**src/sv/tps_pkg.sv**
```systemverilog
// Shared types, constants and state encodings of the triangle plane splitter.
package tps_pkg;

    localparam int COORD_FRAC_BITS = 16;
    localparam int COORD_W         = 32;
    localparam int FIELDS          = 8;
    localparam int DIST_W          = 64;
    localparam int CFG_IDX_W       = 3;
    localparam int RATIO_W         = COORD_FRAC_BITS + 1;
    localparam int STEP_W          = $clog2(COORD_FRAC_BITS + 1);
    localparam int SEQ_LEN         = 9;
    localparam int SEQ_IDX_W       = 4;
    localparam int QUEUE_DEPTH     = 2;

    typedef logic signed [COORD_W-1:0] coord_t;
    typedef coord_t [FIELDS-1:0] corner_t;
    typedef logic signed [DIST_W-1:0] dist_t;

    typedef struct packed {
        corner_t [2:0] corner;
        dist_t   [2:0] pdist;
    } tri_t;

    typedef struct packed {
        coord_t nx;
        coord_t ny;
        coord_t nz;
        coord_t off;
    } plane_t;

    typedef enum logic [CFG_IDX_W-1:0] {
        REG_NORMAL_X = 3'd0,
        REG_NORMAL_Y = 3'd1,
        REG_NORMAL_Z = 3'd2,
        REG_OFFSET   = 3'd3
    } reg_idx_t;

    typedef enum logic [2:0] {
        SRC_C0 = 3'd0,
        SRC_C1 = 3'd1,
        SRC_C2 = 3'd2,
        SRC_P0 = 3'd3,
        SRC_P1 = 3'd4
    } src_t;

    typedef enum logic [1:0] {
        FR_IDLE,
        FR_MAC,
        FR_PUSH
    } front_state_t;

    typedef enum logic [2:0] {
        BK_IDLE,
        BK_PREP,
        BK_DIV,
        BK_MUL,
        BK_ADD,
        BK_EMIT
    } back_state_t;

endpackage

```
**src/sv/tps_front.sv**
```systemverilog
// Corner collection and plane distance computation; pushes whole triangles.
module tps_front (
    input  logic             clk,
    input  logic             rst_n,
    input  tps_pkg::plane_t  plane,
    input  logic             in_valid,
    output logic             in_ready,
    input  tps_pkg::corner_t in_corner,
    output logic             push,
    output tps_pkg::tri_t    push_tri,
    input  logic             queue_full
);
    import tps_pkg::*;

    front_state_t state_reg, state_next;
    logic [1:0]   slot_reg, slot_next;
    logic [1:0]   axis_reg;
    corner_t      corner_reg [3];
    dist_t        dist_reg [3];
    logic signed [2*COORD_W-1:0] prod_reg;
    dist_t        acc_reg;
    coord_t       n_sel;
    coord_t       p_sel;
    dist_t        acc_sum;

    always_comb
    begin
        case (axis_reg)
            2'd0:    n_sel = plane.nx;
            2'd1:    n_sel = plane.ny;
            default: n_sel = plane.nz;
        endcase
        p_sel   = corner_reg[slot_reg][{1'b0, axis_reg}];
        acc_sum = acc_reg + DIST_W'(prod_reg >>> COORD_FRAC_BITS);
    end

    always_comb
    begin
        state_next = state_reg;
        slot_next  = slot_reg;
        in_ready   = 1'b0;
        push       = 1'b0;
        case (state_reg)
            FR_IDLE:
            begin
                in_ready = 1'b1;
                if (in_valid)
                begin
                    state_next = FR_MAC;
                end
            end
            FR_MAC:
            begin
                if (axis_reg == 2'd3)
                begin
                    if (slot_reg == 2'd2)
                    begin
                        state_next = FR_PUSH;
                    end
                    else
                    begin
                        slot_next  = slot_reg + 2'd1;
                        state_next = FR_IDLE;
                    end
                end
            end
            FR_PUSH:
            begin
                if (!queue_full)
                begin
                    push       = 1'b1;
                    slot_next  = 2'd0;
                    state_next = FR_IDLE;
                end
            end
            default:
            begin
                state_next = FR_IDLE;
            end
        endcase
    end

    always_ff @(posedge clk or negedge rst_n)
    begin
        if (!rst_n)
        begin
            state_reg <= FR_IDLE;
            slot_reg  <= 2'd0;
        end
        else
        begin
            state_reg <= state_next;
            slot_reg  <= slot_next;
        end
    end

    // one product per cycle, accumulate the previous one
    always_ff @(posedge clk)
    begin
        if (state_reg == FR_IDLE && in_valid)
        begin
            corner_reg[slot_reg] <= in_corner;
            acc_reg              <= DIST_W'(plane.off);
            axis_reg             <= 2'd0;
        end
        else if (state_reg == FR_MAC)
        begin
            prod_reg <= n_sel * p_sel;
            axis_reg <= axis_reg + 2'd1;
            if (axis_reg != 2'd0)
            begin
                acc_reg <= acc_sum;
            end
            if (axis_reg == 2'd3)
            begin
                dist_reg[slot_reg] <= acc_sum;
            end
        end
    end

    always_comb
    begin
        for (int i = 0; i < 3; i++)
        begin
            push_tri.corner[i] = corner_reg[i];
            push_tri.pdist[i]  = dist_reg[i];
        end
    end

endmodule

```
**config.mk**
```make
export PLATFORM = sky130hd
export DESIGN_NAME = tps_front
export DESIGN_NICKNAME = d
export VERILOG_FILES = /design/src/sv/tps_pkg.sv /design/src/sv/tps_front.sv
export SDC_FILE = /design/constraint.sdc
export NUM_CORES = 2
export LEC_CHECK = 0
export ABC_AREA = 0
export BUFFER_PORTS_ARGS = -buffer_cell sky130_fd_sc_hd__buf_2
export CAP_MARGIN = 20
export CORE_AREA = 2 2 523 525
export CTS_BUF_LIST = sky130_fd_sc_hd__clkbuf_4 sky130_fd_sc_hd__clkbuf_8
export DETAILED_ROUTE_END_ITERATION = 12
export DIE_AREA = 0 0 525 527
export HOLD_SLACK_MARGIN = 0.12
export SYNTH_ARGS = -nofsm -noshare
export SYNTH_HDL_FRONTEND = slang
export SYNTH_SLANG_ARGS = --single-unit
export TNS_END_PERCENT = 30
```
**constraint.sdc**
```tcl
create_clock -name clk -period 13.1 [get_ports clk]
set_input_delay 3.275 -clock clk [delete_from_list [all_inputs] [get_ports clk]]
set_output_delay 3.275 -clock clk [all_outputs]
set_load 0.02 [all_outputs]
```
After elaboration in Yosys (flattened, before gate mapping) --
Memories as Yosys holds them, arrays and structs flattened. Cells that the tools add are included.
Cells by class: add/sub/neg operators 3, $mul 1, $lt $le $gt $ge 1, equal/unequal tests 9, multiplexer cells 23, bitwise gates (word level) 1, reductions and logical operators 11
Operators with widths (count):
- $mux W64 | 3
- $add A64 B48 Y64 | 1
- $bmux W32 S2 | 1
- $mul A32 B32 Y64 | 1
- $pmux W32 S2 | 1
- $mux W32 | 1
- $mux W2 | 6
- $mux W1 | 9
- $ne A2 B2 Y1 const B | 4
- $reduce_bool A2 Y1 | 4
- $eq A2 B2 Y1 const B | 3
- $pmux W2 S3 | 1
- $add A2 B1 Y2 const B | 2
- $eq A2 B1 Y1 const B | 2
- $logic_not A2 Y1 | 2
- $lt A2 B4 Y1 const B | 1
- $pmux W2 S2 | 1
- $reduce_and A2 Y1 | 2
- $reduce_and A4 Y1 | 1
- $reduce_and A3 Y1 | 1
- $logic_and A1 B1 Y1 | 1
- $not A1 Y1 | 1
Storage, ports and cells: register bits 134, RAM bits 960, input port bits 388, output and inout port bits 962, logic and storage cells 56, memories 2
Memory list:
- corner_reg | words 3, width 256, rd ports 4, clocked after memory_dff 0, wr ports 1, line tps_front.sv:18 | corner_t corner_reg [3];
- dist_reg | words 3, width 64, rd ports 3, clocked after memory_dff 0, wr ports 1, line tps_front.sv:19 | dist_t dist_reg [3];

Depth between registers and ports, before layout --
depth after elaboration 5, depth in mapped cells 39, gate-level depth less buffers 33

Worst setup path after synthesis --
No wires, ideal clock.
kind input port to flip-flop, start in plane[95] (netlist bit), end reg prod_reg[57] (data pin), setup time 0.266 ns, data arrival time 11.288 ns, required time 12.834 ns, setup slack 1.546 ns, cell stages on the path 29, buffers on the path 1, path through a22o_1 a21o_1 clkbuf_1 nand2_1 inv_1 fa_1 inv_1 fa_1 inv_1 fa_1 fa_1 inv_1 fa_1 inv_1 fa_1 fa_1 fa_1 ha_1 a21o_1 a21oi_1 o21bai_1 a21o_1 a221o_1 a21o_1 a31oi_4 o31ai_4 a2111oi_0 nor3_1 xor2_1
On the way: longest elaborated chain between the ends 2
Ends and longest elaborated chain:
- from (decl) | line tps_front.sv:5 | input tps_pkg::plane_t plane,
- $pmux W32 S2 | line tps_front.sv:28 | case (axis_reg)
- $mul A32 B32 Y64 | line tps_front.sv:108 | prod_reg <= n_sel * p_sel;
- to (signal assigned) | line tps_front.sv:108
- to (decl) | line tps_front.sv:20 | logic signed [2*COORD_W-1:0] prod_reg;
Every way passes these cells. A chain may end at the register's enable or synchronous reset.

Worst setup path in the final report --
start in plane[72] (netlist bit), end reg prod_reg[61] (data pin)
Same word-level chain as after synthesis.

==> results.txt <==
----------------------------------------------------
[Outcome]
  Outcome ... finished, final reports clean

[Global routing]
  Number of antenna violations at the first check in global routing ... 146
  Global-route wire length before repair ... 511 mm
  Gr ovfl total ... 0
  Number of global-route vias before repair ... 59,000
  Pin count of the biggest net entering global routing ... 152
  Total GRT Usage ... 27.3%

[Logic synthesis]
  Yosys warnings ... 0
  Arithmetic-cell share of the synthesized area counting full adders, half adders and majority gates ... 30.9%
  Fraction of synthesis flops using an asynchronous set or reset pin ... 0.332%
  Main flop type after synthesis ... edfxtp_1
  Compound-Gate Fraction of Synth Area ... 4.50%
  Main combinational cell family by area after synthesis ... adder cells
  Simple logic cell fraction of the synthesized area ... 8.02%
  Synthesized instance count ... 6,150
  Number of storage elements in the synthesis netlist ... 1,206
  Average cell area after synthesis ... 13.0 µm²
  Share of the yosys chip area belonging to registers ... 45.1%
  Cell variety after synth ... 82
  Number of enable-type register cells in the synthesized netlist ... 1,200
  Xor-xnor portion of the synthesized cell area ... 1.35%
  Number of nets produced by synthesis ... 7,870
  Syn Std Cell Area ... 80,200 µm²
  Mux share of post-synthesis cell area ... 4.08%

[Timing]
  Fraction of the cycle the final worst path needs ... 87.2%
  Final critical path time including I/O delays and setup ... 11.42 ns
  Worst clock skew on the final layout ... 0.119 ns
  Worst Max-Slew Pin Slew ... 1.25 ns
  Sum of negative setup slack ... 0 ns
  Timing-limited maximum frequency ... 87.5 MHz
  Post-route worst setup slack ... 1.68 ns
  Pins Over Slew Limit ... 0
  Worst rel slew slack ... 17.0%
  Setup repair after global routing missed its margin ... false
  Final setup violation count ... 0
  Hold violation total from the final report ... 0

[Critical path]
  Worst Path Buf+Inv ... 6
  Cell type with the highest occurrence count on the critical path ... fa_1
  CP max-delay cell ... and2_1
  Crit-path max cell delay ... 0.71 ns
  Delay-heaviest family, CP ... adder cells
  Critical path peak fanout ... 11
  Worst Setup Start Kind ... input pin
  Crit Path Class ... in -> reg
  Worst reg2reg startpoint ... slot_reg[0]
  Worst path required time ... 13.78 ns
  Worst setup path startpoint ... plane[72]
  Worst setup slack for register-to-register paths ... 1.81 ns
  Data arrival time of the worst path ... 12.11 ns
  Sort of element at the end of the critical path ... register

[CTS]
  Number of CTS-inserted buffers ... 211
  H-tree level count ... 4
  Clock tree buffer depth ... 4
  Worst skew pair latency ... 1.01 ns
  Clock root buffer ... clkbuf_8
  Hold-fix buffer count after cts ... 0
  Clock tree from TritonCTS ... done
  Total setup buffers inserted after CTS ... 0
  Reg clk slew, reported paths ... 0.07 ns
  Sinks on Clock Net ... 1,206
  Post-cts gate resize count ... 0

[Detailed routing]
  Detailed-route wire length ... 384 mm
  Detailed Route Iter0 Violations ... 5,613
  Post-detailed-route DRC marker count ... 0
  Mean number of vias per cell ... 5.02
  Count of nets left with antenna violations after detail routing ... 0
  Total vias in the final route ... 57,400
  DRT Pass-1 Iters ... 6
  Post-detailed-route wirelength per cell ... 33.6 µm

[Floorplanning]
  Number of placement rows ... 192
  Num ports ... 1,350
  Die Footprint ... 277,000 µm²
  Core region area ... 272,000 µm²
  Die extent in x ... 525 µm
  Height of the die ... 527 µm
  Starting utilization of the core area ... 29.5%

[Finish]
  Most frequent standard cell in the layout excluding fill and tap cells ... buf_2
  Layout cell share with drive strength beyond 1 ... 26.4%
  Commonest cells after routing, fill and taps aside ... buf_2, edfxtp_1, fa_1
  Max reg flops ... 896
  Final non-filler cell total ... 11,400
  Post-Route Utilization ... 35.5%
  Layout overhead on the synthesized area ... 20.2%
  Number of nets in the final layout ... 9,322

[Worst hold path]
  Worst hold start ... axis_reg[1]
  Kind of path behind the tightest hold check ... reg -> reg

[Placement]
  Total half-perimeter wirelength after legalization and detailed placement ... 318 mm
  Routability congestion estimate from global placement ... 1.03
  Count of placed standard cells including taps ... 11,000
  DP Worst Slack ... 0.721 ns
  Number of input and output port buffers inserted ... 1,349

[Run]
  Maxcap violations ... 0

----------------------------------------------------
==> through the flow <==
step,hold slack [ns],cell area [µm²]
2_1_floorplan,0.568,80200
3_3_place_gp,0.513,91900
3_5_place_dp,0.525,91900
4_1_cts,0.545,96200
5_1_grt,0.569,96300
6_report,0.545,96400
==> cell type report <==
type,instances,area [µm²]
inverter,1027,3860
multi-input combinational,3662,39400
fill,26900,175000
tap,3589,4490
clock buffer,264,3300
antenna,73,183
sequential,1206,36200
clock inverter,118,1030
timing repair buffer,1494,7920
==> cells by family after synthesis <==
kind of cell / after synthesis
simple gates: 1522
fa+ha+maj: 1332
buf+inv: 1282
flops: 1206
compound gates: 531
mux: 153
xor+xnor: 124
==> worst paths after layout <==
| kind | cells after the start | to |
|---|---|---|
| max | 29 | prod_reg[61] |
| min | 2 | axis_reg[1] |
| max reg2reg | 31 | prod_reg[61] |
| min reg2reg | 2 | axis_reg[1] |
| max in group asynchronous | 1 | slot_reg[1] |
| min in group asynchronous | 1 | state_reg[0] |
==> layer usage <==
metal	part of all wire (%)	global-route usage (%)
met1	36	31.0
met2	45	43.1
met3	12	11.5
met4	7.1	15.7
met5	0.14	0
==> synthesized netlist by cell type, drive strengths merged, types with 8 or more instances <==
cell | count | area share [%]
o21ai | 86 | 0.56
a21bo | 12 | 0.15
nor3 | 16 | 0.11
a22o | 28 | 0.31
nand2 | 687 | 3.2
mux4 | 138 | 3.9
a21o | 128 | 1.2
nand2b | 87 | 0.68
fa | 1082 | 27
edfxtp | 1200 | 45
inv | 1025 | 4.8
mux2 | 8 | 0.12
nor2b | 12 | 0.094
xor2 | 42 | 0.46
and3 | 22 | 0.17
nand4 | 20 | 0.16
nor2 | 544 | 2.5
o211ai | 8 | 0.075
clkbuf | 219 | 1.0
buf | 36 | 0.21
xnor2 | 82 | 0.90
o21a | 15 | 0.14
ha | 250 | 3.9
a211oi | 15 | 0.14
nand3 | 35 | 0.22
a21oi | 155 | 0.97
o21bai | 25 | 0.23
and2 | 79 | 0.62
==> worst reg2reg max path, delay by kind of cell, from the launching register on <==
kind	cells	cell delay, ns
adders and majority gates	9	3.98
and+or+nand+nor	4	0.88
DFF	1	0.80
xor gates and xnor gates	1	0.12
muxes	2	0.93
buffers and inverters	7	1.63
AOI/OAI and AO/OA	8	2.68
Power is not shown: default switching activity piles up to over one toggle a cycle in this logic, so the estimate is an artifact.
