`src/sv/tps_pkg.sv`:
```
// Shared types, constants and state encodings of the triangle plane splitter.
package tps_pkg;

    localparam int COORD_FRAC_BITS = 16;
    localparam int COORD_W         = 32;
    localparam int FIELDS          = 8;
    localparam int DIST_W          = 64;
    localparam int CFG_IDX_W       = 3;
    localparam int RATIO_W         = COORD_FRAC_BITS + 1;
    localparam int STEP_W          = $clog2(COORD_FRAC_BITS + 1);
    localparam int SEQ_LEN         = 9;
    localparam int SEQ_IDX_W       = 4;
    localparam int QUEUE_DEPTH     = 2;

    typedef logic signed [COORD_W-1:0] coord_t;
    typedef coord_t [FIELDS-1:0] corner_t;
    typedef logic signed [DIST_W-1:0] dist_t;

    typedef struct packed {
        corner_t [2:0] corner;
        dist_t   [2:0] pdist;
    } tri_t;

    typedef struct packed {
        coord_t nx;
        coord_t ny;
        coord_t nz;
        coord_t off;
    } plane_t;

    typedef enum logic [CFG_IDX_W-1:0] {
        REG_NORMAL_X = 3'd0,
        REG_NORMAL_Y = 3'd1,
        REG_NORMAL_Z = 3'd2,
        REG_OFFSET   = 3'd3
    } reg_idx_t;

    typedef enum logic [2:0] {
        SRC_C0 = 3'd0,
        SRC_C1 = 3'd1,
        SRC_C2 = 3'd2,
        SRC_P0 = 3'd3,
        SRC_P1 = 3'd4
    } src_t;

    typedef enum logic [1:0] {
        FR_IDLE,
        FR_MAC,
        FR_PUSH
    } front_state_t;

    typedef enum logic [2:0] {
        BK_IDLE,
        BK_PREP,
        BK_DIV,
        BK_MUL,
        BK_ADD,
        BK_EMIT
    } back_state_t;

endpackage

```
`src/sv/tps_queue.sv`:
```
// Two-entry triangle queue between the front and back parts.
module tps_queue (
    input  logic          clk,
    input  logic          rst_n,
    input  logic          push,
    input  tps_pkg::tri_t push_tri,
    output logic          full,
    input  logic          pop,
    output tps_pkg::tri_t head,
    output logic          empty
);
    import tps_pkg::*;

    localparam int PTR_W = $clog2(QUEUE_DEPTH);

    tri_t                 mem [QUEUE_DEPTH];
    logic [PTR_W-1:0]     wr_ptr_reg;
    logic [PTR_W-1:0]     rd_ptr_reg;
    logic [PTR_W:0]       count_reg;

    assign full  = (count_reg == (PTR_W+1)'(QUEUE_DEPTH));
    assign empty = (count_reg == '0);
    assign head  = mem[rd_ptr_reg];

    always_ff @(posedge clk)
    begin
        if (push)
        begin
            mem[wr_ptr_reg] <= push_tri;
        end
    end

    always_ff @(posedge clk or negedge rst_n)
    begin
        if (!rst_n)
        begin
            wr_ptr_reg <= '0;
            rd_ptr_reg <= '0;
            count_reg  <= '0;
        end
        else
        begin
            if (push)
            begin
                wr_ptr_reg <= wr_ptr_reg + PTR_W'(1);
            end
            if (pop)
            begin
                rd_ptr_reg <= rd_ptr_reg + PTR_W'(1);
            end
            if (push && !pop)
            begin
                count_reg <= count_reg + (PTR_W+1)'(1);
            end
            else if (pop && !push)
            begin
                count_reg <= count_reg - (PTR_W+1)'(1);
            end
        end
    end

endmodule

```
`config.mk`:
```
export PLATFORM = sky130hd
export DESIGN_NAME = tps_queue
export DESIGN_NICKNAME = d
export VERILOG_FILES = /design/src/sv/tps_pkg.sv /design/src/sv/tps_queue.sv
export SDC_FILE = /design/constraint.sdc
export NUM_CORES = 1
export LEC_CHECK = 0
export BUFFER_PORTS_ARGS = -buffer_cell sky130_fd_sc_hd__buf_2
export CORE_AREA = 2 2 759 761
export CTS_CLUSTER_DIAMETER = 200
export DETAILED_ROUTE_END_ITERATION = 8
export DIE_AREA = 0 0 761 763
export HOLD_SLACK_MARGIN = 0.15
export PLACE_DENSITY = 0.31
export SLEW_MARGIN = 10
export SYNTH_ARGS = -nofsm -noshare
export SYNTH_HDL_FRONTEND = slang
export SYNTH_SLANG_ARGS = --single-unit
```
`constraint.sdc`:
```
create_clock -name clk -period 44.4 [get_ports clk]
set_input_delay 4.44 -clock clk [delete_from_list [all_inputs] [get_ports clk]]
set_output_delay 4.44 -clock clk [all_outputs]
set_load 0.02 [all_outputs]
```
# Word-level counts from Yosys, hierarchy flattened

Memory sizes are Yosys's and may differ from the RTL's.
Index checks and enable logic that the tools add are counted.

Add/sub/neg operators: 4
Equal/unequal tests: 1
Muxes and demuxes: 4
Reductions and logical operators: 6

Operators with widths:

| kind                                                               | count |
|---|---|
| 2-bit 2-to-1 mux                                                   | 2 |
| 1-bit adder, second input constant                                 | 2 |
| 2-bit by 1-bit adder with 2-bit output, second input constant      | 1 |
| 2-bit == test, second input constant                               | 1 |
| 1-bit logical AND                                                  | 2 |
| 1-bit logical NOT                                                  | 2 |
| 2-bit logical NOT                                                  | 1 |
| 1-bit 2-to-1 mux                                                   | 2 |
| 2-bit nonzero test                                                 | 1 |
| 2-bit by 1-bit subtractor with 2-bit output, second input constant | 1 |

Register bits after elaboration: 4
RAM bits: 1920
Input bits: 964
Output and inout port bits: 962
Word-level logic and storage cells: 19
Memories kept: 1

Memories:

| memory | words | bits a word | read ports | clocked after Yosys merged registers in | write ports | line            | RTL |
|---|---|---|---|---|---|---|---|
| mem    | 2     | 960         | 1          | 0                                       | 1           | tps_queue.sv:16 | `tri_t mem [QUEUE_DEPTH];` |

# Logic depth before layout (Yosys ltp)

Gate-level depths: netlist of the first run.

Depth in word-level cells: 4
Gate-level depth with buffers: 5
Depth with buffers taken out: 5

# Worst setup path after synthesis of the first run

No wires, ideal clock.

Kind: input to register
From: in push
To: mem mem[0][0] in the netlist's numbering (enable)
Arrival: 45.527 ns
Data required time: 41.973 ns
Setup slack: -3.554 ns
Cell stages on the path: 1
Buffers on the path: 0
Path through: nor2b_1

Longest elaborated chain between the ends: 2

RTL lines:

| what                                   | line            | RTL |
|---|---|---|
| from (decl)                            | tps_queue.sv:5  | `input logic push,` |
| 1-bit 2-to-1 mux                       | tps_queue.sv:27 | `if (push)` |
| 1-bit 2-to-1 mux (implied by the code) | tps_queue.sv:29 | `mem[wr_ptr_reg] <= push_tri;` |
| to (decl)                              | tps_queue.sv:16 |  |

Every way passes these cells.

==> metrics.md, run 1 <==
| Metric | Value |
|---|---|
| Outcome | `complete, no violations` |
| CTS Buffer Depth | `4` |
| Setup bufs post-CTS | `0` |
| Lkg Pwr | `34.7 nW` |
| Post-synthesis cell type count | `13` |
| Crit. End Element | `output port` |
| RSZ-0062 raised after global routing | `no` |
| CP Max Fanout | `50` |
| Worst EP arrival | `6080 ps` |
| Synth-to-Final Area Change | `37.9%` |
| Post-Syn Area | `70500 um2` |
| HPWL after DPL | `301000 um` |
| Slew HR | `0.206` |
| Max Fclk | `95.0 MHz` |
| Post-route ant nets | `0` |
| Final Max Tran Viols | `0` |
| DRT iter0 DRCs | `2706` |
| DR vias/cell | `3.09` |
| Worst Tran Pin Value | `1190 ps` |
| Routed WL | `371000 um` |
| Required time of the critical path | `39960 ps` |
| Setup TNS | `0 ps` |
| Worst skew pair latency | `950 ps` |
| Share of layout cells above drive strength 1 | `0.619` |
| Die Y | `763 um` |
| Post-CTS Resized | `0` |
| Initial antenna violation count | `414` |
| Clk_skew | `51.3 ps` |
| Clock sinks | `1924` |
| Reg2Reg Setup Slack | `38810 ps` |
| Finished Core Util | `0.170` |
| Pwr dens | `70.0 nW/um2` |
| Syn Nets | `3968` |
| Avg Cell Area, Syn | `23.5 um2` |
| Die width | `761 um` |
| Initial Util | `0.123` |
| Reg-to-reg startpoint | `wr_ptr_reg` |
| DRC violations left | `0` |
| CTS hold repair buffers | `0` |
| WL/cell | `28.6 um` |
| Post-Syn Instances | `3003` |
| Gr ovfl total | `0` |
| Hold slack | `502 ps` |
| Worst setup path class | `reg2out` |
| Hold depth | `1` |
| Hold_sp | `count_reg[1]` |
| Max-cap violation count | `0` |
| Area of the multi-input gates | `12000 um2` |
| Post-synthesis register bit count | `1924` |
| Vias in the first global route | `41100` |
| CTS tree | `built` |
| Clk slew on worst S/H paths | `50 ps` |
| First-pass GRT wire length | `459000 um` |
| Register-to-Register Path Depth | `7` |
| Hold path endpoint | `count_reg[1]` |
| Endpoints failing hold | `0` |
| Synth Warn # | `0` |
| All-Layer GR Usage | `0.122` |
| Core area | `572000 um2` |
| Total power | `6.80 mW` |
| IO Count | `1926` |
| First-pass DRT Iterations | `5` |
| Hold Crit Class | `reg2reg` |
| Port bufs | `1925` |
| Peak VDD IR | `0.0000533 V` |
| CP startpoint | `rd_ptr_reg` |
| Final worst-path cycle share | `0.237` |
| Sequential cell area | `57800 um2` |
| Site Rows | `278` |
| Final GP Congestion | `0.956` |
| Nets | `6081` |
| Pin count of the biggest net entering global routing | `141` |
| H-tree levels | `4` |
| Min cycle time layout | `10520 ps` |
| FILL cells | `62300` |
| Root Driver | `clkbuf_16` |
| Setup violators final | `0` |
| CTS Buf Count | `242` |
| Sequential share of the synthesized area | `0.819` |
| Flip-flop count of the largest register after layout | `1920` |
| Die area | `581000 um2` |
| Crit Reg-Reg Endpoint | `mem[1][814]` |
| Vias post-DR | `40000` |
| Startpoint Class | `register` |
synth_stat cells:
library cell / number / area share
and2_1: 1 / 0.000089
buf_2: 74 / 0.0053
buf_6: 33 / 0.0053
dfrtp_1: 4 / 0.0014
edfxtp_1: 1920 / 0.82
ha_1: 1 / 0.00018
inv_1: 1 / 0.000053
mux2_2: 670 / 0.11
mux2_4: 290 / 0.062
nor2_1: 2 / 0.00011
nor2b_1: 2 / 0.00018
xnor2_1: 1 / 0.00012
xor2_1: 4 / 0.00050
report_power, final:
part | internal (mW) | switching [mW] | total [mW] | leakage [nW]
Clock | 1.09 | 0.834 | 1.92 | 3.71
Sequential | 2.41 | 0.102 | 2.51 | 18.1
Combinational | 0.774 | 1.59 | 2.37 | 12.9
worst max-delay path, cell delays in order (launching register included):
cell and delay (ps):
dfrtp_4 890, buf_4 700, buf_4 660, buf_4 690, buf_4 810, buf_4 690
mux2_2 410, buf_2 160
metal layers:
metal,GRT usage,wire length (um),up-vias
met1,0.130,133000,20000
met2,0.202,173000,2354
li1,-,-,16500
met3,0.0768,53300,926
met5,0.00262,1930,-
met4,0.0270,10300,250
how the worst max path moves through the flow:
| stage | end | slack (ps) | cells past startpoint |
|---|---|---|---|
| after detailed placement | mem[1][786] | 34500 | 8 |
| final | head[85] | 33880 | 7 |
| after global placement | mem[1][754] | 34610 | 8 |
| after floorplan | mem[0][0] | 14550 | 1 |
| after CTS | head[85] | 33470 | 7 |
| after global routing | head[85] | 33360 | 7 |
cells in the final DEF (no fill, tap or decap):
master	n
inv_16	2
inv_6	9
xor2_1	4
ha_1	1
diode_2	89
clkbuf_16	244
xnor2_1	1
dfrtp_1	3
clkinv_1	60
and2_4	1
clkinv_2	54
dfrtp_4	1
clkbuf_1	37
inv_1	1
bufinv_16	14
buf_2	1925
nor2b_1	1
nor2b_4	1
buf_12	6
buf_4	45
clkinv_4	4
clkinv_16	4
mux2_2	670
clkinv_8	4
nor2_1	2
clkinvlp_4	19
mux2_4	290
edfxtp_1	1920
stage by stage:
| step | cells | cell area, um2 | setup slack, ps |
|---|---|---|---|
| floorplan | 3003 | 70500 | 14550 |
| global placement | 12400 | 89300 | 34610 |
| detailed placement | 12400 | 89300 | 34500 |
| CTS | 12900 | 96900 | 33470 |
| global route | 12900 | 97000 | 33360 |
| finish | 13000 | 97200 | 33880 |
layout make-up:
class,count,area share
flip-flops and latches,1924,0.594
multi-input cells,971,0.123
repair buffers,1976,0.104
well taps,7560,0.0973
clock buffers,281,0.0643
clock inverters,170,0.0144
diodes,89,0.00229
inverters,1,0.0000386
cell families after synthesis:
logic type,Yosys count,share of synthesized area
flops,1924,0.819
mux,960,0.169
buf+inv,108,0.0106
xor+xnor,5,0.000621
simple gates,5,0.000373
fa+ha+maj,1,0.000177
Note: power is estimated with default switching activity, not from simulation.
==> run 2: changes to the inputs <==
==> constraint.sdc (replaced) <==
create_clock -name clk -period 9.45 [get_ports clk]
set_input_delay 0.945 -clock clk [delete_from_list [all_inputs] [get_ports clk]]
set_output_delay 0.945 -clock clk [all_outputs]
set_load 0.02 [all_outputs]
==> metrics.md, run 2 (synthesis results as in run 1) <==
| Metric | Value |
|---|---|
| Most frequent cells in the layout | `buf_2 (1925), edfxtp_1 (1920), dlygate4sd3_1 (804) (was buf_2 (1925), edfxtp_1 (1920), mux2_2 (670))` |
| Reg2Reg Setup Slack | `6100 ps (was 38810 ps)` |
| All-Layer GR Usage | `0.127 (was 0.122)` |
| Final Max Tran Viols | `0 (unchanged)` |
| H-tree levels | `5 (was 4)` |
| Core area | `572000 um2 (unchanged)` |
| Outcome | `complete, no violations (unchanged)` |
| FILL cells | `61900 (was 62300)` |
| Worst Tran Pin Value | `1080 ps (was 1190 ps)` |
| Hold depth | `1 (unchanged)` |
| Endpoints failing hold | `0 (unchanged)` |
| Hold slack | `259 ps (was 502 ps)` |
| Crit Reg-Reg Endpoint | `mem[1][345] (was mem[1][814])` |
| Vias post-DR | `43000 (was 40000)` |
| HPWL after DPL | `311000 um (was 301000 um)` |
| First-pass GRT wire length | `485000 um (was 459000 um)` |
| Finished Core Util | `0.186 (was 0.170)` |
| Worst setup path class | `reg2out (unchanged)` |
| Peak VDD IR | `0.000217 V (was 0.0000533 V)` |
| Final worst-path cycle share | `0.525` |
| Die Y | `763 um (unchanged)` |
| Pin count of the biggest net entering global routing | `132 (was 141)` |
| Share of layout cells above drive strength 1 | `0.536 (was 0.619)` |
| Pwr dens | `313 nW/um2 (was 70.0 nW/um2)` |
| Gr ovfl total | `0 (unchanged)` |
| Startpoint Class | `register (unchanged)` |
| Max-cap violation count | `0 (unchanged)` |
| Site Rows | `278 (unchanged)` |
| Register-to-Register Path Depth | `4 (was 7)` |
| Crit. End Element | `output port (unchanged)` |
| Placed Cells | `12400 (about the same)` |
| Clk slew on worst S/H paths | `50 ps (about the same)` |
| Vias in the first global route | `45000 (was 41100)` |
| WL/cell | `28.0 um (was 28.6 um)` |
| DRC violations left | `0 (unchanged)` |
| DRT iter0 DRCs | `2662 (was 2706)` |
| Initial Util | `0.123 (unchanged)` |
| CP Max Fanout | `95 (was 50)` |
| Min cycle time layout | `4960 ps` |
| Final GP Congestion | `0.974 (was 0.956)` |
| Synth-to-Final Area Change | `50.8% (was 37.9%)` |
| Slew HR | `0.282 (was 0.206)` |
| Lkg Pwr | `38.4 nW (was 34.7 nW)` |
| Worst EP arrival | `4010 ps (was 6080 ps)` |
| DR vias/cell | `3.11 (was 3.09)` |
| IO Count | `1926 (unchanged)` |
| RSZ-0062 raised after global routing | `no (unchanged)` |
| Total power | `33.3 mW (was 6.80 mW)` |
| Hold path endpoint | `mem[1][218] (was count_reg[1])` |
| Setup violators final | `0 (unchanged)` |
| Port bufs | `1925 (unchanged)` |
| Clk_skew | `53.0 ps (was 51.3 ps)` |
| Post-route ant nets | `0 (unchanged)` |
| CTS tree | `built (unchanged)` |
| First-pass DRT Iterations | `5 (unchanged)` |
| Routed WL | `387000 um (was 371000 um)` |
| Required time of the critical path | `8510 ps (was 39960 ps)` |
| Nets | `6899 (was 6081)` |
| Flip-flop count of the largest register after layout | `1920 (unchanged)` |
| Die width | `761 um (unchanged)` |
| Commonest non-fill, non-tap cell in the layout | `buf_2 (unchanged)` |
| Root Driver | `clkbuf_16 (unchanged)` |
| Die area | `581000 um2 (unchanged)` |
| Clock sinks | `1924 (unchanged)` |
| Worst skew pair latency | `930 ps (was 950 ps)` |
| Hold Crit Class | `in2reg (was reg2reg)` |
| Reg-to-reg startpoint | `wr_ptr_reg (unchanged)` |
| Initial antenna violation count | `398 (was 414)` |
| Max Fclk | `202 MHz` |
| CTS Buf Count | `264 (was 242)` |
| Fin cells | `13800 (was 13000)` |
| Hold_sp | `push_tri[218] (was count_reg[1])` |
| CTS Buffer Depth | `4 (unchanged)` |
## run 2: what timing repair did
action                                  CTS  global route
hold buffers                            804             0
setup buffers                             0             0
endpoints found under the hold margin  1607             0
gates resized for setup                   0             0
## run 2: worst max-delay path by stage
| stage | from | endpoint | slack, ps | cells past startpoint |
|---|---|---|---|---|
| floorplan | push | mem[0][0] | -6250 | 1 |
| global placement | rd_ptr_reg | head[911] | 5340 | 4 |
| detailed placement | rd_ptr_reg | head[911] | 5350 | 4 |
| CTS | rd_ptr_reg | head[911] | 4300 | 4 |
| global route | rd_ptr_reg | head[384] | 4280 | 4 |
| finish | rd_ptr_reg | head[389] | 4490 | 4 |
## run 2: through the flow
stage | worst slack (ps) | setup TNS, ps | area [um2]
floorplan | -6250 | -9545940 | 70500
global placement | 5340 | 0 | 89400
detailed placement | 5350 | 0 | 89400
CTS | 4300 | 0 | 106000
global route | 4280 | 0 | 106000
finish | 4490 | 0 | 106000
## run 2: final cells by class
| type | count | area [um2] | share of cell area |
|---|---|---|---|
| Antenna cell | 140 | 350 | 0.00330 |
| Clock buffer | 321 | 6860 | 0.0645 |
| Clock inverter | 145 | 1610 | 0.0152 |
| Inverter | 1 | 3.75 | 0.0000353 |
| Multi-Input combinational cell | 971 | 12000 | 0.113 |
| Sequential cell | 1924 | 57800 | 0.543 |
| Tap cell | 7560 | 9460 | 0.0890 |
| Timing Repair Buffer | 2772 | 18300 | 0.172 |
## run 2: metal layers
metal  vias up  global-route usage  part of all wire  wire length [um]
li1      18200                   -                 -                 -
met1     21600               0.141              0.38            145000
met2      2212               0.210              0.46            179000
met3       812              0.0713              0.13             48900
met4       250              0.0323             0.032             12300
met5         -                   0            0.0041              1580
## run 2: worst max-delay path, stage by stage, from the launching register on
cell	delay [ps]
dfrtp_4	850
buf_12	490
buf_12	440
mux2_2	430
buf_2	210
## run 2: where the power goes
part / total, mW / internal, mW / switching [mW] / leakage (nW)
Combinational: 11.7 / 3.91 / 7.76 / 16.3
Sequential: 11.7 / 11.3 / 0.418 / 18.1
Clock: 9.85 / 5.78 / 4.07 / 4.09
Total: 33.3 / 21.0 / 12.2 / 38.5
==> run 3: changes to the inputs <==
==> constraint.sdc (replaced) <==
create_clock -name clk -period 4.3 [get_ports clk]
set_input_delay 0.43 -clock clk [delete_from_list [all_inputs] [get_ports clk]]
set_output_delay 0.43 -clock clk [all_outputs]
set_load 0.02 [all_outputs]
==> metrics.md, run 3 (synthesis results as in run 1) <==
| Metric | Value |
|---|---|
| Core area | `572000 um2 (unchanged)` |
| Outcome | `complete, no violations (unchanged)` |
| Worst skew pair latency | `930 ps (about the same)` |
| Buf/Inv on CP | `2 (was 3)` |
| Die width | `761 um (unchanged)` |
| Die area | `581000 um2 (unchanged)` |
| Port bufs | `1925 (unchanged)` |
| Total power | `72.2 mW (was 33.3 mW)` |
| Max Fclk | `275 MHz` |
| Synth-to-Final Area Change | `57.2% (was 50.8%)` |
| WL/cell | `27.6 um (was 28.0 um)` |
| All-Layer GR Usage | `0.130 (was 0.127)` |
| Setup bufs post-CTS | `0 (unchanged)` |
| Slew HR | `0.190 (was 0.282)` |
| H-tree levels | `4 (was 5)` |
| CTS tree | `built (unchanged)` |
| IO Count | `1926 (unchanged)` |
| Site Rows | `278 (unchanged)` |
| Finished Core Util | `0.194 (was 0.186)` |
| Final WS setup | `663 ps (was 4490 ps)` |
| Vias post-DR | `45100 (was 43000)` |
| Pin count of the biggest net entering global routing | `127 (was 132)` |
| Crit path max-delay cell type | `dfrtp_4 (unchanged)` |
| Clk_skew | `62.2 ps (was 53.0 ps)` |
| First-pass GRT wire length | `499000 um (was 485000 um)` |
| Worst slack, placed | `1510 ps (was 5350 ps)` |
| Hold Crit Class | `in2reg (unchanged)` |
| Crit. End Element | `output port (unchanged)` |
| Post-route ant nets | `0 (unchanged)` |
| Setup TNS | `0 ps (unchanged)` |
| Final Max Tran Viols | `0 (unchanged)` |
| Worst Tran Pin Value | `1220 ps (was 1080 ps)` |
| Flip-flop count of the largest register after layout | `1920 (unchanged)` |
| Cell Chain, Critical Path | `buf_12 > mux2_2 > buf_2 (was buf_12 > buf_12 > mux2_2 > buf_2)` |
| Final worst-path cycle share | `0.846` |
| First-pass DRT Iterations | `7 (was 5)` |
| Startpoint Class | `register (unchanged)` |
| Final GP Congestion | `1.05 (was 0.974)` |
| DRC violations left | `0 (unchanged)` |
| Peak VDD IR | `0.000374 V (was 0.000217 V)` |
| DRT iter0 DRCs | `2643 (was 2662)` |
| DR vias/cell | `3.15 (was 3.11)` |
| Placed Area | `90100 um2 (was 89400 um2)` |
| Final Instance Area | `111000 um2 (was 106000 um2)` |
| CTS Buf Count | `242 (was 264)` |
| Initial Util | `0.123 (unchanged)` |
| Worst EP arrival | `3210 ps (was 4010 ps)` |
| Min cycle time layout | `3640 ps` |
| Setup violators final | `0 (unchanged)` |
| Gr ovfl total | `0 (unchanged)` |
| Commonest non-fill, non-tap cell in the layout | `buf_2 (unchanged)` |
| Crit-path max cell delay | `700 ps (was 850 ps)` |
| CTS Buffer Depth | `4 (unchanged)` |
| Share of layout cells above drive strength 1 | `0.502 (was 0.536)` |
| Die Y | `763 um (unchanged)` |
| Max-cap violation count | `0 (unchanged)` |
| Clock sinks | `1924 (unchanged)` |
| Most frequent cells in the layout | `buf_2 (1925), edfxtp_1 (1920), dlygate4sd3_1 (1273) (was buf_2 (1925), edfxtp_1 (1920), dlygate4sd3_1 (804))` |
| Clk slew on worst S/H paths | `60 ps (was 50 ps)` |
| Required time of the critical path | `3870 ps (was 8510 ps)` |
| Endpoints failing hold | `0 (unchanged)` |
| Pwr dens | `652 nW/um2 (was 313 nW/um2)` |
| RSZ-0062 raised after global routing | `no (unchanged)` |
| Nets | `7411 (was 6899)` |
| Critical path's top delay family | `flip-flops (was buffers and inverters)` |
| Routed WL | `394000 um (was 387000 um)` |
| Lkg Pwr | `40.4 nW (was 38.4 nW)` |
| HPWL after DPL | `324000 um (was 311000 um)` |
| Root Driver | `clkbuf_16 (unchanged)` |
| Initial antenna violation count | `376 (was 398)` |
| Worst setup path class | `reg2out (unchanged)` |
| CP Max Fanout | `126 (was 95)` |
| Vias in the first global route | `47400 (was 45000)` |
-- run 3: cell types whose count changed in the layout (fill, tap and decap cells not counted), moves of 4 or more --
cell	previous run	this run
clkinvlp_4	7	13
clkinv_4	4	11
clkinv_16	10	6
buf_4	21	74
dlygate4sd3_1	804	1273
clkbuf_16	266	243
clkinv_1	54	49
clkinv_2	28	34
inv_6	12	4
buf_12	22	34
diode_2	140	105
-- run 3: area by class of cell --
type	instances	area, um2
Multi-Input combinational cell	971	12000
Fill cell	61600	461000
Antenna cell	105	263
Clock inverter	140	1400
Clock buffer	298	6290
Timing Repair Buffer	3306	23600
Tap cell	7560	9460
Inverter	1	3.75
Sequential cell	1924	57800
-- run 3: metal layers --
| metal | up-vias | wire length (um) | track usage |
|---|---|---|---|
| met1 | 22700 | 153000 | 0.150 |
| li1 | 19100 | - | - |
| met4 | 212 | 14200 | 0.0367 |
| met5 | - | 1380 | 0 |
| met3 | 824 | 39400 | 0.0542 |
| met2 | 2217 | 186000 | 0.220 |
-- run 3: worst paths after layout --
kind | to | slack (ps) | depth (start not counted) | from
worst max-delay path | head[532] | 660 | 3 | rd_ptr_reg
worst min-delay path | mem[0][452] | 270 | 2 | push_tri[452]
worst max register to register | mem[0][498] | 1940 | 3 | wr_ptr_reg
worst min register to register | count_reg[1] | 510 | 1 | count_reg[1]
max in group asynchronous | rd_ptr_reg | 3450 | 3 | rst_n
min in group asynchronous | count_reg[1] | 590 | 3 | rst_n
-- run 3: timing repair --
action                                  CTS  global route
resized for setup                         0             0
endpoints found under the hold margin  1932             0
hold buffers                           1273             0
-- run 3: worst register-to-register path: stages, from the launching register on --
cell and delay, ps:
dfrtp_1 430, nor2b_4 540, buf_12 290, buf_4 640
-- run 3: through the flow --
step                hold WS [ps]  instances
floorplan                    134       3003
global placement             290      12500
detailed placement           290      12500
CTS                          150      14200
global route                 197      14300
finish                       273      14300
-- run 3: where the power goes --
part	switching (mW)	internal (mW)
Combinational	17.0	9.20
Clock	8.49	11.5
Sequential	1.13	24.9
